--- src/hw/rtl/icmp_gen_pkg.sv ---
// Shared types and constants for the ICMP echo frame generator.
package icmp_gen_pkg;

  localparam int unsigned FRAME_LEN = 42;
  localparam logic [5:0]  LAST_OFS  = 6'(FRAME_LEN - 1);

  // configuration register indexes
  typedef enum logic [1:0] {
    REG_SOURCE_MAC  = 2'd0,
    REG_DEST_MAC    = 2'd1,
    REG_SOURCE_IPV4 = 2'd2,
    REG_DEST_IPV4   = 2'd3
  } cfg_reg_t;

  // one queued echo request with its ICMP checksum already worked out
  typedef struct packed {
    logic [15:0] ident;
    logic [15:0] seq;
    logic [15:0] icmp_ck;
  } echo_req_t;

  // queue status seen by the back end
  typedef struct packed {
    logic full;
    logic valid;
  } q_status_t;

  // fixed header words that enter the IPv4 checksum:
  // 0x4500 + 0x001C (total length) + 0x4001 (TTL, protocol)
  localparam logic [15:0] IP_CK_BASE = 16'h851D;
  // ICMP type/code word for an echo request
  localparam logic [15:0] ICMP_TYPE_WORD = 16'h0800;

endpackage

--- src/hw/rtl/icmp_echo_frame_generator.sv ---
// Top level of the ICMP echo request frame generator.
//
// Usage:
//   Pulse start with in_echo_ident / in_echo_sequence; the request is taken at
//   a clock edge where start is high and busy is low. Each request yields one
//   42-octet Ethernet/IPv4/ICMP echo request frame, one octet per cycle on
//   out_frame_byte, flagged by out_valid, with out_byte_offset 0..41 and
//   out_last_byte set on octet 41.
//   Configuration: cfg_we, cfg_index (0 source MAC, 1 dest MAC, 2 source IPv4,
//   3 dest IPv4), cfg_data; user writes only while idle (not enforced).
// Timing:
//   With the block empty, an accepted request passes the front stage, queue,
//   offset walker and output register before its first octet. Frames go out
//   back to back while requests wait. A front stage plus a QUEUE_DEPTH-entry
//   queue hold pending requests; busy rises only when both are full.
// Reset:
//   rst_n clears all configuration to zero and drops anything pending.
//   The receiver cannot stall; every octet is presented for exactly one cycle.
module icmp_echo_frame_generator
  import icmp_gen_pkg::*;
#(
  parameter int unsigned QUEUE_DEPTH = 2
) (
  input  logic        clk,
  input  logic        rst_n,
  input  logic        start,
  output logic        busy,
  input  logic [15:0] in_echo_ident,
  input  logic [15:0] in_echo_sequence,
  output logic        out_valid,
  output logic [7:0]  out_frame_byte,
  output logic [5:0]  out_byte_offset,
  output logic        out_last_byte,
  input  logic        cfg_we,
  input  logic [1:0]  cfg_index,
  input  logic [47:0] cfg_data
);

  logic [47:0] source_mac_r, dest_mac_r;
  logic [31:0] source_ipv4_r, dest_ipv4_r;
  logic        q_push, q_pop;
  echo_req_t   q_din, q_dout;
  q_status_t   q_status;

  always_ff @(posedge clk) begin
    if (!rst_n) begin
      source_mac_r  <= '0;
      dest_mac_r    <= '0;
      source_ipv4_r <= '0;
      dest_ipv4_r   <= '0;
    end else if (cfg_we) begin
      unique case (cfg_reg_t'(cfg_index))
        REG_SOURCE_MAC:  source_mac_r  <= cfg_data;
        REG_DEST_MAC:    dest_mac_r    <= cfg_data;
        REG_SOURCE_IPV4: source_ipv4_r <= cfg_data[31:0];
        REG_DEST_IPV4:   dest_ipv4_r   <= cfg_data[31:0];
        default: ;
      endcase
    end
  end

  icmp_gen_front u_front (
    .clk              (clk),
    .rst_n            (rst_n),
    .start            (start),
    .busy             (busy),
    .in_echo_ident    (in_echo_ident),
    .in_echo_sequence (in_echo_sequence),
    .q_full           (q_status.full),
    .q_push           (q_push),
    .q_din            (q_din)
  );

  icmp_gen_queue #(
    .DEPTH (QUEUE_DEPTH)
  ) u_queue (
    .clk    (clk),
    .rst_n  (rst_n),
    .push   (q_push),
    .din    (q_din),
    .pop    (q_pop),
    .dout   (q_dout),
    .status (q_status)
  );

  icmp_gen_back u_back (
    .clk             (clk),
    .rst_n           (rst_n),
    .source_mac      (source_mac_r),
    .dest_mac        (dest_mac_r),
    .source_ipv4     (source_ipv4_r),
    .dest_ipv4       (dest_ipv4_r),
    .q_status        (q_status),
    .q_dout          (q_dout),
    .q_pop           (q_pop),
    .out_valid       (out_valid),
    .out_frame_byte  (out_frame_byte),
    .out_byte_offset (out_byte_offset),
    .out_last_byte   (out_last_byte)
  );

`ifndef ASSERT_OFF
  // last flag only on the final octet
  a_last_ofs: assert property (@(posedge clk) disable iff (!rst_n)
    out_valid && out_last_byte |-> out_byte_offset == LAST_OFS)
    else $error("last beat at wrong offset");

  // a frame is never interrupted once started
  a_frame_cont: assert property (@(posedge clk) disable iff (!rst_n)
    out_valid && !out_last_byte |=>
      out_valid && out_byte_offset == $past(out_byte_offset) + 6'd1)
    else $error("frame beats not contiguous");

  // busy only while the queue is full
  a_busy_full: assert property (@(posedge clk) disable iff (!rst_n)
    busy |-> q_status.full)
    else $error("busy without full queue");

  // nothing comes out right after reset
  a_reset_quiet: assert property (@(posedge clk)
    !rst_n |=> !out_valid)
    else $error("output beat after reset");
`endif

endmodule

--- src/hw/rtl/icmp_gen_front.sv ---
// Front end: takes requests, computes the ICMP checksum, hands them to the queue.
module icmp_gen_front
  import icmp_gen_pkg::*;
(
  input  logic        clk,
  input  logic        rst_n,
  input  logic        start,
  output logic        busy,
  input  logic [15:0] in_echo_ident,
  input  logic [15:0] in_echo_sequence,
  input  logic        q_full,
  output logic        q_push,
  output echo_req_t   q_din
);

  logic        stg_valid_r, stg_valid_nxt;
  echo_req_t   stg_req_r;
  logic        accept;
  logic [17:0] ck_sum;
  logic [16:0] ck_fold1;
  logic [16:0] ck_fold2;

  // one's-complement sum of type word, ident and sequence
  always_comb begin
    ck_sum   = 18'(ICMP_TYPE_WORD) + 18'(in_echo_ident) + 18'(in_echo_sequence);
    ck_fold1 = 17'(ck_sum[15:0]) + 17'(ck_sum[17:16]);
    ck_fold2 = 17'(ck_fold1[15:0]) + 17'(ck_fold1[16]);
  end

  assign q_push = stg_valid_r && !q_full;
  assign busy   = stg_valid_r && q_full;
  assign accept = start && !busy;
  assign q_din  = stg_req_r;

  always_comb begin
    stg_valid_nxt = stg_valid_r;
    if (accept) begin
      stg_valid_nxt = 1'b1;
    end else if (q_push) begin
      stg_valid_nxt = 1'b0;
    end
  end

  always_ff @(posedge clk) begin
    if (!rst_n) begin
      stg_valid_r <= 1'b0;
    end else begin
      stg_valid_r <= stg_valid_nxt;
    end
  end

  always_ff @(posedge clk) begin
    if (accept) begin
      stg_req_r.ident   <= in_echo_ident;
      stg_req_r.seq     <= in_echo_sequence;
      stg_req_r.icmp_ck <= ~ck_fold2[15:0];
    end
  end

endmodule

--- src/hw/rtl/icmp_gen_queue.sv ---
// Small request queue between the front and back ends.
module icmp_gen_queue
  import icmp_gen_pkg::*;
#(
  parameter int unsigned DEPTH = 2
) (
  input  logic      clk,
  input  logic      rst_n,
  input  logic      push,
  input  echo_req_t din,
  input  logic      pop,
  output echo_req_t dout,
  output q_status_t status
);

  localparam int unsigned IW = (DEPTH > 1) ? $clog2(DEPTH) : 1;
  localparam int unsigned CW = $clog2(DEPTH + 1);

  echo_req_t         entries_r [DEPTH];
  logic [IW-1:0]     wr_ptr_r, wr_ptr_nxt;
  logic [IW-1:0]     rd_ptr_r, rd_ptr_nxt;
  logic [CW-1:0]     count_r, count_nxt;
  logic              do_push, do_pop;

  assign status.full  = (count_r == CW'(DEPTH));
  assign status.valid = (count_r != '0);
  assign dout         = entries_r[rd_ptr_r];
  assign do_push      = push && !status.full;
  assign do_pop       = pop && status.valid;

  always_comb begin
    wr_ptr_nxt = wr_ptr_r;
    rd_ptr_nxt = rd_ptr_r;
    count_nxt  = count_r;
    if (do_push) begin
      wr_ptr_nxt = (wr_ptr_r == IW'(DEPTH - 1)) ? '0 : wr_ptr_r + 1'b1;
    end
    if (do_pop) begin
      rd_ptr_nxt = (rd_ptr_r == IW'(DEPTH - 1)) ? '0 : rd_ptr_r + 1'b1;
    end
    if (do_push && !do_pop) begin
      count_nxt = count_r + 1'b1;
    end else if (do_pop && !do_push) begin
      count_nxt = count_r - 1'b1;
    end
  end

  always_ff @(posedge clk) begin
    if (!rst_n) begin
      wr_ptr_r <= '0;
      rd_ptr_r <= '0;
      count_r  <= '0;
    end else begin
      wr_ptr_r <= wr_ptr_nxt;
      rd_ptr_r <= rd_ptr_nxt;
      count_r  <= count_nxt;
    end
  end

  always_ff @(posedge clk) begin
    if (do_push) begin
      entries_r[wr_ptr_r] <= din;
    end
  end

endmodule

--- src/hw/rtl/icmp_gen_back.sv ---
// Back end: walks one frame at a time and emits one octet per cycle.
module icmp_gen_back
  import icmp_gen_pkg::*;
(
  input  logic        clk,
  input  logic        rst_n,
  input  logic [47:0] source_mac,
  input  logic [47:0] dest_mac,
  input  logic [31:0] source_ipv4,
  input  logic [31:0] dest_ipv4,
  input  q_status_t   q_status,
  input  echo_req_t   q_dout,
  output logic        q_pop,
  output logic        out_valid,
  output logic [7:0]  out_frame_byte,
  output logic [5:0]  out_byte_offset,
  output logic        out_last_byte
);

  logic        active_r, active_nxt;
  logic [5:0]  ofs_r, ofs_nxt;
  echo_req_t   cur_r;
  logic [15:0] ip_ck_r;
  logic [18:0] ip_sum;
  logic [16:0] ip_fold1;
  logic [16:0] ip_fold2;
  logic        at_last;
  logic [7:0]  byte_sel;
  logic        out_valid_r;
  logic [7:0]  out_byte_r;
  logic [5:0]  out_ofs_r;
  logic        out_last_r;

  // IPv4 header checksum depends on configuration only; kept in a register
  always_comb begin
    ip_sum   = 19'(IP_CK_BASE) + 19'(source_ipv4[31:16]) + 19'(source_ipv4[15:0])
             + 19'(dest_ipv4[31:16]) + 19'(dest_ipv4[15:0]);
    ip_fold1 = 17'(ip_sum[15:0]) + 17'(ip_sum[18:16]);
    ip_fold2 = 17'(ip_fold1[15:0]) + 17'(ip_fold1[16]);
  end

  always_ff @(posedge clk) begin
    ip_ck_r <= ~ip_fold2[15:0];
  end

  assign at_last = (ofs_r == LAST_OFS);
  assign q_pop   = q_status.valid && (!active_r || at_last);

  always_comb begin
    active_nxt = active_r;
    ofs_nxt    = ofs_r;
    if (q_pop) begin
      active_nxt = 1'b1;
      ofs_nxt    = '0;
    end else if (active_r) begin
      if (at_last) begin
        active_nxt = 1'b0;
      end else begin
        ofs_nxt = ofs_r + 1'b1;
      end
    end
  end

  always_ff @(posedge clk) begin
    if (!rst_n) begin
      active_r    <= 1'b0;
      ofs_r       <= '0;
      out_valid_r <= 1'b0;
    end else begin
      active_r    <= active_nxt;
      ofs_r       <= ofs_nxt;
      out_valid_r <= active_r;
    end
  end

  always_ff @(posedge clk) begin
    if (q_pop) begin
      cur_r <= q_dout;
    end
  end

  // octet at the current offset, wire order
  always_comb begin
    unique case (ofs_r)
      6'd0:    byte_sel = dest_mac[47:40];
      6'd1:    byte_sel = dest_mac[39:32];
      6'd2:    byte_sel = dest_mac[31:24];
      6'd3:    byte_sel = dest_mac[23:16];
      6'd4:    byte_sel = dest_mac[15:8];
      6'd5:    byte_sel = dest_mac[7:0];
      6'd6:    byte_sel = source_mac[47:40];
      6'd7:    byte_sel = source_mac[39:32];
      6'd8:    byte_sel = source_mac[31:24];
      6'd9:    byte_sel = source_mac[23:16];
      6'd10:   byte_sel = source_mac[15:8];
      6'd11:   byte_sel = source_mac[7:0];
      6'd12:   byte_sel = 8'h08;            // ethertype IPv4
      6'd14:   byte_sel = 8'h45;            // version, IHL
      6'd17:   byte_sel = 8'h1C;            // total length
      6'd22:   byte_sel = 8'd64;            // TTL
      6'd23:   byte_sel = 8'd1;             // protocol ICMP
      6'd24:   byte_sel = ip_ck_r[15:8];
      6'd25:   byte_sel = ip_ck_r[7:0];
      6'd26:   byte_sel = source_ipv4[31:24];
      6'd27:   byte_sel = source_ipv4[23:16];
      6'd28:   byte_sel = source_ipv4[15:8];
      6'd29:   byte_sel = source_ipv4[7:0];
      6'd30:   byte_sel = dest_ipv4[31:24];
      6'd31:   byte_sel = dest_ipv4[23:16];
      6'd32:   byte_sel = dest_ipv4[15:8];
      6'd33:   byte_sel = dest_ipv4[7:0];
      6'd34:   byte_sel = 8'd8;             // echo request
      6'd36:   byte_sel = cur_r.icmp_ck[15:8];
      6'd37:   byte_sel = cur_r.icmp_ck[7:0];
      6'd38:   byte_sel = cur_r.ident[15:8];
      6'd39:   byte_sel = cur_r.ident[7:0];
      6'd40:   byte_sel = cur_r.seq[15:8];
      6'd41:   byte_sel = cur_r.seq[7:0];
      default: byte_sel = 8'h00;
    endcase
  end

  always_ff @(posedge clk) begin
    out_byte_r <= byte_sel;
    out_ofs_r  <= ofs_r;
    out_last_r <= at_last;
  end

  assign out_valid       = out_valid_r;
  assign out_frame_byte  = out_byte_r;
  assign out_byte_offset = out_ofs_r;
  assign out_last_byte   = out_last_r;

endmodule
--- config.mk ---
export PLATFORM = sky130hd
export DESIGN_NAME = icmp_echo_frame_generator
export DESIGN_NICKNAME = d
export VERILOG_FILES = /design/src/hw/rtl/icmp_gen_pkg.sv /design/src/hw/rtl/icmp_echo_frame_generator.sv /design/src/hw/rtl/icmp_gen_front.sv /design/src/hw/rtl/icmp_gen_queue.sv /design/src/hw/rtl/icmp_gen_back.sv
export SDC_FILE = /design/constraint.sdc
export NUM_CORES = 1
export LEC_CHECK = 0
export CAP_MARGIN = 20
export CORE_UTILIZATION = 45
export CTS_BUF_LIST = sky130_fd_sc_hd__clkbuf_4
export DETAILED_ROUTE_END_ITERATION = 10
export DONT_BUFFER_PORTS = 1
export PLACE_DENSITY = 0.68
export REMOVE_ABC_BUFFERS = 1
export SYNTH_ARGS = -nofsm -noshare
export SYNTH_HDL_FRONTEND = slang
export SYNTH_SLANG_ARGS = --single-unit
--- constraint.sdc ---
create_clock -name clk -period 11.9 [get_ports clk]
set_clock_uncertainty 0.2 [all_clocks]
set_input_delay 1.19 -clock clk [delete_from_list [all_inputs] [get_ports clk]]
set_output_delay 1.19 -clock clk [all_outputs]
set_load 0.02 [all_outputs]
* Word level (Yosys, flattened, before mapping)
Memories as Yosys holds them, arrays and structs flattened. A register that Yosys moved wholly into a read port is not among the register bits. Index checks and enable logic that the tools add are counted.
Operators by class: multiplexer cells 12, reductions and logical operators 26, add/sub/neg operators 15, bitwise gates (word level) 4, equal/unequal tests 37
Operators with widths (number):
- 8-bit case mux with 33 select lines | 1
- 6-bit by 5-bit == test with 1-bit output (second input constant) | 11
- 19-bit by 16-bit adder with 19-bit output | 3
- 6-bit == test (second input constant) | 9
- 6-bit by 4-bit == test with 1-bit output (second input constant) | 6
- 16-bit by 1-bit adder with 16-bit output | 2
- 16-bit inverter | 2
- 6-bit by 3-bit == test with 1-bit output (second input constant) | 4
- 18-bit by 16-bit adder with 18-bit output | 1
- 12-bit by 16-bit adder with 17-bit output (first input constant) | 1
- 16-bit by 16-bit adder with 17-bit output (first input constant) | 1
- 16-bit by 2-bit adder with 17-bit output | 1
- 16-bit by 3-bit adder with 17-bit output | 1
- 6-bit by 2-bit == test with 1-bit output (second input constant) | 2
- 2-bit AND reduction | 5
- 1-bit 2-to-1 mux | 9
- 1-bit logical AND | 8
- 6-bit by 1-bit adder with 6-bit output (second input constant) | 1
- 2-bit == test (second input constant) | 3
- 6-bit by 1-bit == test with 1-bit output (second input constant) | 1
- 6-bit logical NOT | 1
- 2-bit nonzero test | 3
- 1-bit logical NOT | 5
- 2-bit 2-to-1 mux | 2
- other kinds (8) | 11
Storage, ports and cells: logic and storage cells 113, output and inout bits 17, flip-flop bits (word level) 252, memories kept 1, input port bits 86, memory bits (writable) 96
Memories:
- u_queue.entries_r | words 2, width 48, rd ports 1, clocked after memory_dff 1, wr ports 1, line icmp_gen_queue.sv:19 | echo_req_t entries_r [DEPTH];

* Logic depth before layout (Yosys ltp)
depth in word-level cells 8, gate-level depth with buffers 38, depth with buffers taken out 36

* By module
A second synthesis with hierarchy kept.
Unflattened totals: cells, all modules 1692, area total of the unflattened synthesis 19286.0 µm²
Modules (own cells, without submodules):
- icmp_gen_back | instances 1, cells each 683, area each 6656.4 µm²
- icmp_echo_frame_generator | instances 1, cells each 572, area each 5826.8 µm²
- icmp_gen_queue | instances 1, cells each 174, area each 3697.3 µm²
- icmp_gen_front | instances 1, cells each 263, area each 3105.5 µm²

* Worst setup path after synthesis
OpenSTA, ideal clock, no wires.
path kind reg-to-reg, from register source_ipv4_r[18], to register u_back.ip_ck_r[15], buffers on the path 2, setup slack 3498 ps, data required time 11628 ps, period minus slack after synthesis 8402 ps, arrival time 8131 ps, stages on the path, launching flop included 39, cells stage by stage dfxtp_1 > clkbuf_1 > a2111oi_0 > nor2_1 > o21a_1 > nor2_1 > xnor2_1 > fa_1 > inv_1 > fa_1 > inv_1 > ha_1 > and3_1 > and3_1 > a211oi_1 > o21bai_1 > a21oi_1 > o21bai_1 > [... 3 more ...] > inv_1 > fa_1 > and2b_2 > o21ai_1 > or4_1 > buf_2 > nor2_1 > nand3_1 > nor3_1 > ha_1 > and3_1 > o21ai_0 > nor3_1 > o311ai_0 > a221oi_2 > o21ai_0 > a21oi_1 > xor2_1
Between the ends: cells in the longest elaborated chain, start to end 7
Ends and longest elaborated chain:
- start: declaration | line icmp_echo_frame_generator.sv:40 | logic [31:0] source_ipv4_r, dest_ipv4_r;
- start signal: assignment | line icmp_echo_frame_generator.sv:55 | REG_SOURCE_IPV4: source_ipv4_r <= cfg_data[31:0];
- 16-bit by 16-bit adder with 17-bit output | line icmp_gen_back.sv:36 | ip_sum = 19'(IP_CK_BASE) + 19'(source_ipv4[31:16]) + 19'(source_ipv4[15:0])
- 19-bit by 16-bit adder with 19-bit output | line icmp_gen_back.sv:36
- 19-bit by 16-bit adder with 19-bit output (2 in series) | line icmp_gen_back.sv:37 | + 19'(dest_ipv4[31:16]) + 19'(dest_ipv4[15:0]);
- 16-bit by 3-bit adder with 17-bit output | line icmp_gen_back.sv:38 | ip_fold1 = 17'(ip_sum[15:0]) + 17'(ip_sum[18:16]);
- 16-bit by 1-bit adder with 16-bit output | line icmp_gen_back.sv:39 | ip_fold2 = 17'(ip_fold1[15:0]) + 17'(ip_fold1[16]);
- 16-bit inverter | line icmp_gen_back.sv:43 | ip_ck_r <= ~ip_fold2[15:0];
- end signal: assignment | line icmp_gen_back.sv:43
- end: declaration | line icmp_gen_back.sv:23 | logic [15:0] ip_ck_r;
No other way between the ends. A chain may end at the register's enable or synchronous reset.

* Worst setup path after layout
from register source_ipv4_r[17], to register u_back.ip_ck_r[15]
The elaborated chain is that of the path after synthesis.

==> impl_results.md <==
- Outcome: completed
- CTS root buf: clkbuf_4
- Yosys top cell area share: 29.8%
- Area of the multi-input gates: 8830 um^2
- Cells after Synth: ~1900
- CTS Hold Buffers Added: 0
- PortBufs: 0
- RD Place Congestion: between 0.9 and 1
- Setup TNS: 0 ns
- Final Hold Fails: 0
- Row count: 75
- Ports: approximately 100
- Hold/Removal Path Class: reg2reg
- Pin count of the biggest net entering global routing: around 170
- Postcts setup bufs: 0
- Period utilisation layout: 80.6%
- Die Area: about 44000 um^2
- CTS Buf Count: between 100 and 150
- Residual DRC: 0
- Post-DP HPWL: between 40000 and 50000 um
- Area Growth Syn to Fin: 9.27%
- Post-synthesis cell type count: a little over 80
- Yosys warnings: 0
- Fin nets: 2047
- Cts repair resizes: 0
- Reg area: about 9900 um^2
- Initial DRC count: 1407
- Wire per inst: around 23 um
- Max VDD drop: about 110 uV
- Setup crit end kind: register
- Vias per inst: 5.76
- Via count: 14400
- Global route total overflow: 0
- Synth top area cells: edfxtp_1 30%, dfxtp_1 21%, nand2_1 7.0%
- RSZ-0062 raised after global routing: no
- FILL cells: approximately 3900
- PwrDens: approximately 170 nW/um^2
- Mapped Area: a little under 20000 um^2
- CP max-delay cell: a2111oi_0
- ANT nets after route: 0
- Die W: roughly 210 um
- Leading area contributor after synthesis: edfxtp_1
- Initial Utilization: a little under half
- CTS clk-pin slew, worst paths: 0.07 ns
- Post-synth EDFFs: 192
- Detailed-route wire length: approximately 57000 um
- Number of synthesized register bits: slightly below 400
- Critical Path RT: about 12 ns
- Least-Margin Pin Slew: about 1.2 ns
- Crit path time final: roughly 9.6 ns
- Num Clock Sinks: between 300 and 400
- Global-route wire length before repair: about 85000 um
- CORE AREA: ~42000 um^2
- Vias in the first global route: roughly 14000
- Skew-Pair Late Insertion Delay: 0.86 ns
- Drt first pass iters: 6
- Crit Path Category: reg2reg
- Slew headroom: between 10% and 20%
- Share of cells above drive strength 1: 13.2%
- Antenna violations before repair: 4
- Critical path fanouts, max: 6
- CTS tree: done
- Asr flop ratio synth: 0%
- Leak pwr: between 7 and 8 nW
- Total chip power: 3.52 mW
- Startpoint types: register
- Peak Freq: roughly 0.10 GHz
- Endpoints failing setup: 0
- # H-tree levels: 3
- Tot GR Track Use: 25.9%
- Die Ht: approximately 210 um
- Top FF cell, synth: dfxtp_1
- Post-Syn Area per Cell: roughly 10 um^2
- Clock buffer depth: 3
- Sequential fraction of the synthesis area: approximately half
- Maxcap violations: 0
- Slew Viols, Final: 0
- Slowest Stage Delay on Critical Path: approximately 1 ns
- CP arrival: ~10 ns
-- layout by cell type, fill, tap and decap left out, types with 5 or more instances in the layout --
master       n
nand4_1     24
clkinv_1    18
a221oi_1    28
a22o_1      25
nor4_1       8
o21bai_1    11
ha_1        50
nand3_1     30
nand2_1    359
o211a_1      6
xnor2_1     51
xor2_1      26
a21boi_0   162
or3_1       11
nor2_1      52
nor2b_1      9
a211o_1      6
inv_1       87
o21ai_1      5
dfxtp_1    203
a211oi_1    14
or2_2        5
a21oi_1     31
o211ai_1    13
a22oi_1     51
and3_1      16
clkbuf_4   156
fa_1        35
and2_1      35
nand2b_1     9
edfxtp_1   192
buf_4       14
a21o_1      14
nand3b_1     7
a222oi_1     6
nor3_1      19
mux2_2      49
o21ai_0     25
a2111oi_0    5
-- report_power, final --
| group | switching (mW) | leakage, nW | internal, mW |
|---|---|---|---|
| combinational | 0.353 | 3.45 | 0.212 |
| sequential | 0.111 | 3.46 | 1.65 |
| clock | 0.560 | 0.801 | 0.642 |
-- through the flow --
step           cell area (um^2)  utilization (%)  std cells  hold WS, ns  setup WS (ns)
3_5_place_dp              19800             46.9       2312        0.217           2.34
5_1_grt                   21200             50.1       2496        0.145           1.55
6_report                  21200             50.1       2497        0.206           2.31
4_1_cts                   21100             50.1       2493        0.160           2.33
3_3_place_gp              19800             46.9       2312        0.213           2.68
2_1_floorplan             19000                -       1759        0.194           3.60
-- registers in the layout, indices dropped and copies added, names as in the netlist, 6 cells and up --
signal	flops
u_front.q_din	48
source_ipv4_r	32
u_back.ofs_r	6
u_back.ip_ck_r	16
dest_mac_r	48
u_queue.entries_r	96
u_back.cur_r	48
dest_ipv4_r	32
source_mac_r	48
u_back.out_byte_offset	6
u_back.out_frame_byte	8
-- cells in the mapped netlist, drive strengths merged, types with 13 or more instances --
cell,count
and2,37
xor2,26
and3,17
a21boi,163
o21ai,30
dfxtp,204
clkbuf,91
a21oi,31
xnor2,51
a21o,14
edfxtp,192
o211ai,13
nor3,22
nand3,30
mux2,49
a22oi,51
nor2,55
a221oi,29
a22o,25
nand4,24
ha,50
nand2,359
a211oi,17
fa,35
inv,89
-- worst max-delay path, delay by kind of cell, from the launching register on --
family / cells / cell delay (ns)
and+or+nand+nor: 11 / 2.64
DFF: 1 / 0.36
adders and majority gates: 6 / 2.14
AOI/OAI and AO/OA: 13 / 3.61
xor gates and xnor gates: 3 / 0.43
buffers and inverters: 3 / 0.16
-- final timing paths --
check,slack (ns),cells after the start,to,startpoint
min reg2reg,0.21,0,u_queue.entries_r[1][13]$_DFFE_PP_,u_front.q_din[13]$_DFFE_PP_
max,2.31,36,u_back.ip_ck_r[15]$_DFF_P_,source_ipv4_r[17]$_SDFFE_PN0P_
min,0.21,0,u_queue.entries_r[1][13]$_DFFE_PP_,u_front.q_din[13]$_DFFE_PP_
max reg2reg,2.31,36,u_back.ip_ck_r[15]$_DFF_P_,source_ipv4_r[17]$_SDFFE_PN0P_
-- final cells by class --
type / count / share of cell area [%]
Sequential cell: 396 / 46.6
Clock buffer: 156 / 5.53
Clock inverter: 25 / 0.852
Tap cell: 539 / 3.19
Timing Repair Buffer: 14 / 0.497
Inverter: 89 / 1.58
Multi-Input combinational cell: 1274 / 41.7
Antenna cell: 4 / 0.0473
-- per-layer routing --
| metal | part of all wire (%) | up-vias | global-route usage (%) |
|---|---|---|---|
| li1 | - | 6753 | - |
| met4 | 4.5 | 2 | 12.9 |
| met3 | 8.3 | 164 | 7.35 |
| met5 | 0.016 | - | 0 |
| met2 | 48 | 632 | 42.7 |
| met1 | 40 | 6840 | 31.0 |
-- logic make-up (layout without fill, tap and decap cells) --
kind of cell / count (synthesis) / after routing / synth area share (%)
DFF: 396 / 396 / 50.9
and+or+nand+nor: 614 / 614 / 14.5
other: 0 / 4 / 0
AOI/OAI and AO/OA: 443 / 443 / 17.4
buffers and inverters: 190 / 284 / 3.70
muxes: 52 / 52 / 3.00
xor gates and xnor gates: 79 / 79 / 3.72
adders and majority gates: 86 / 86 / 6.90
Power figures use the tool's default switching activity.
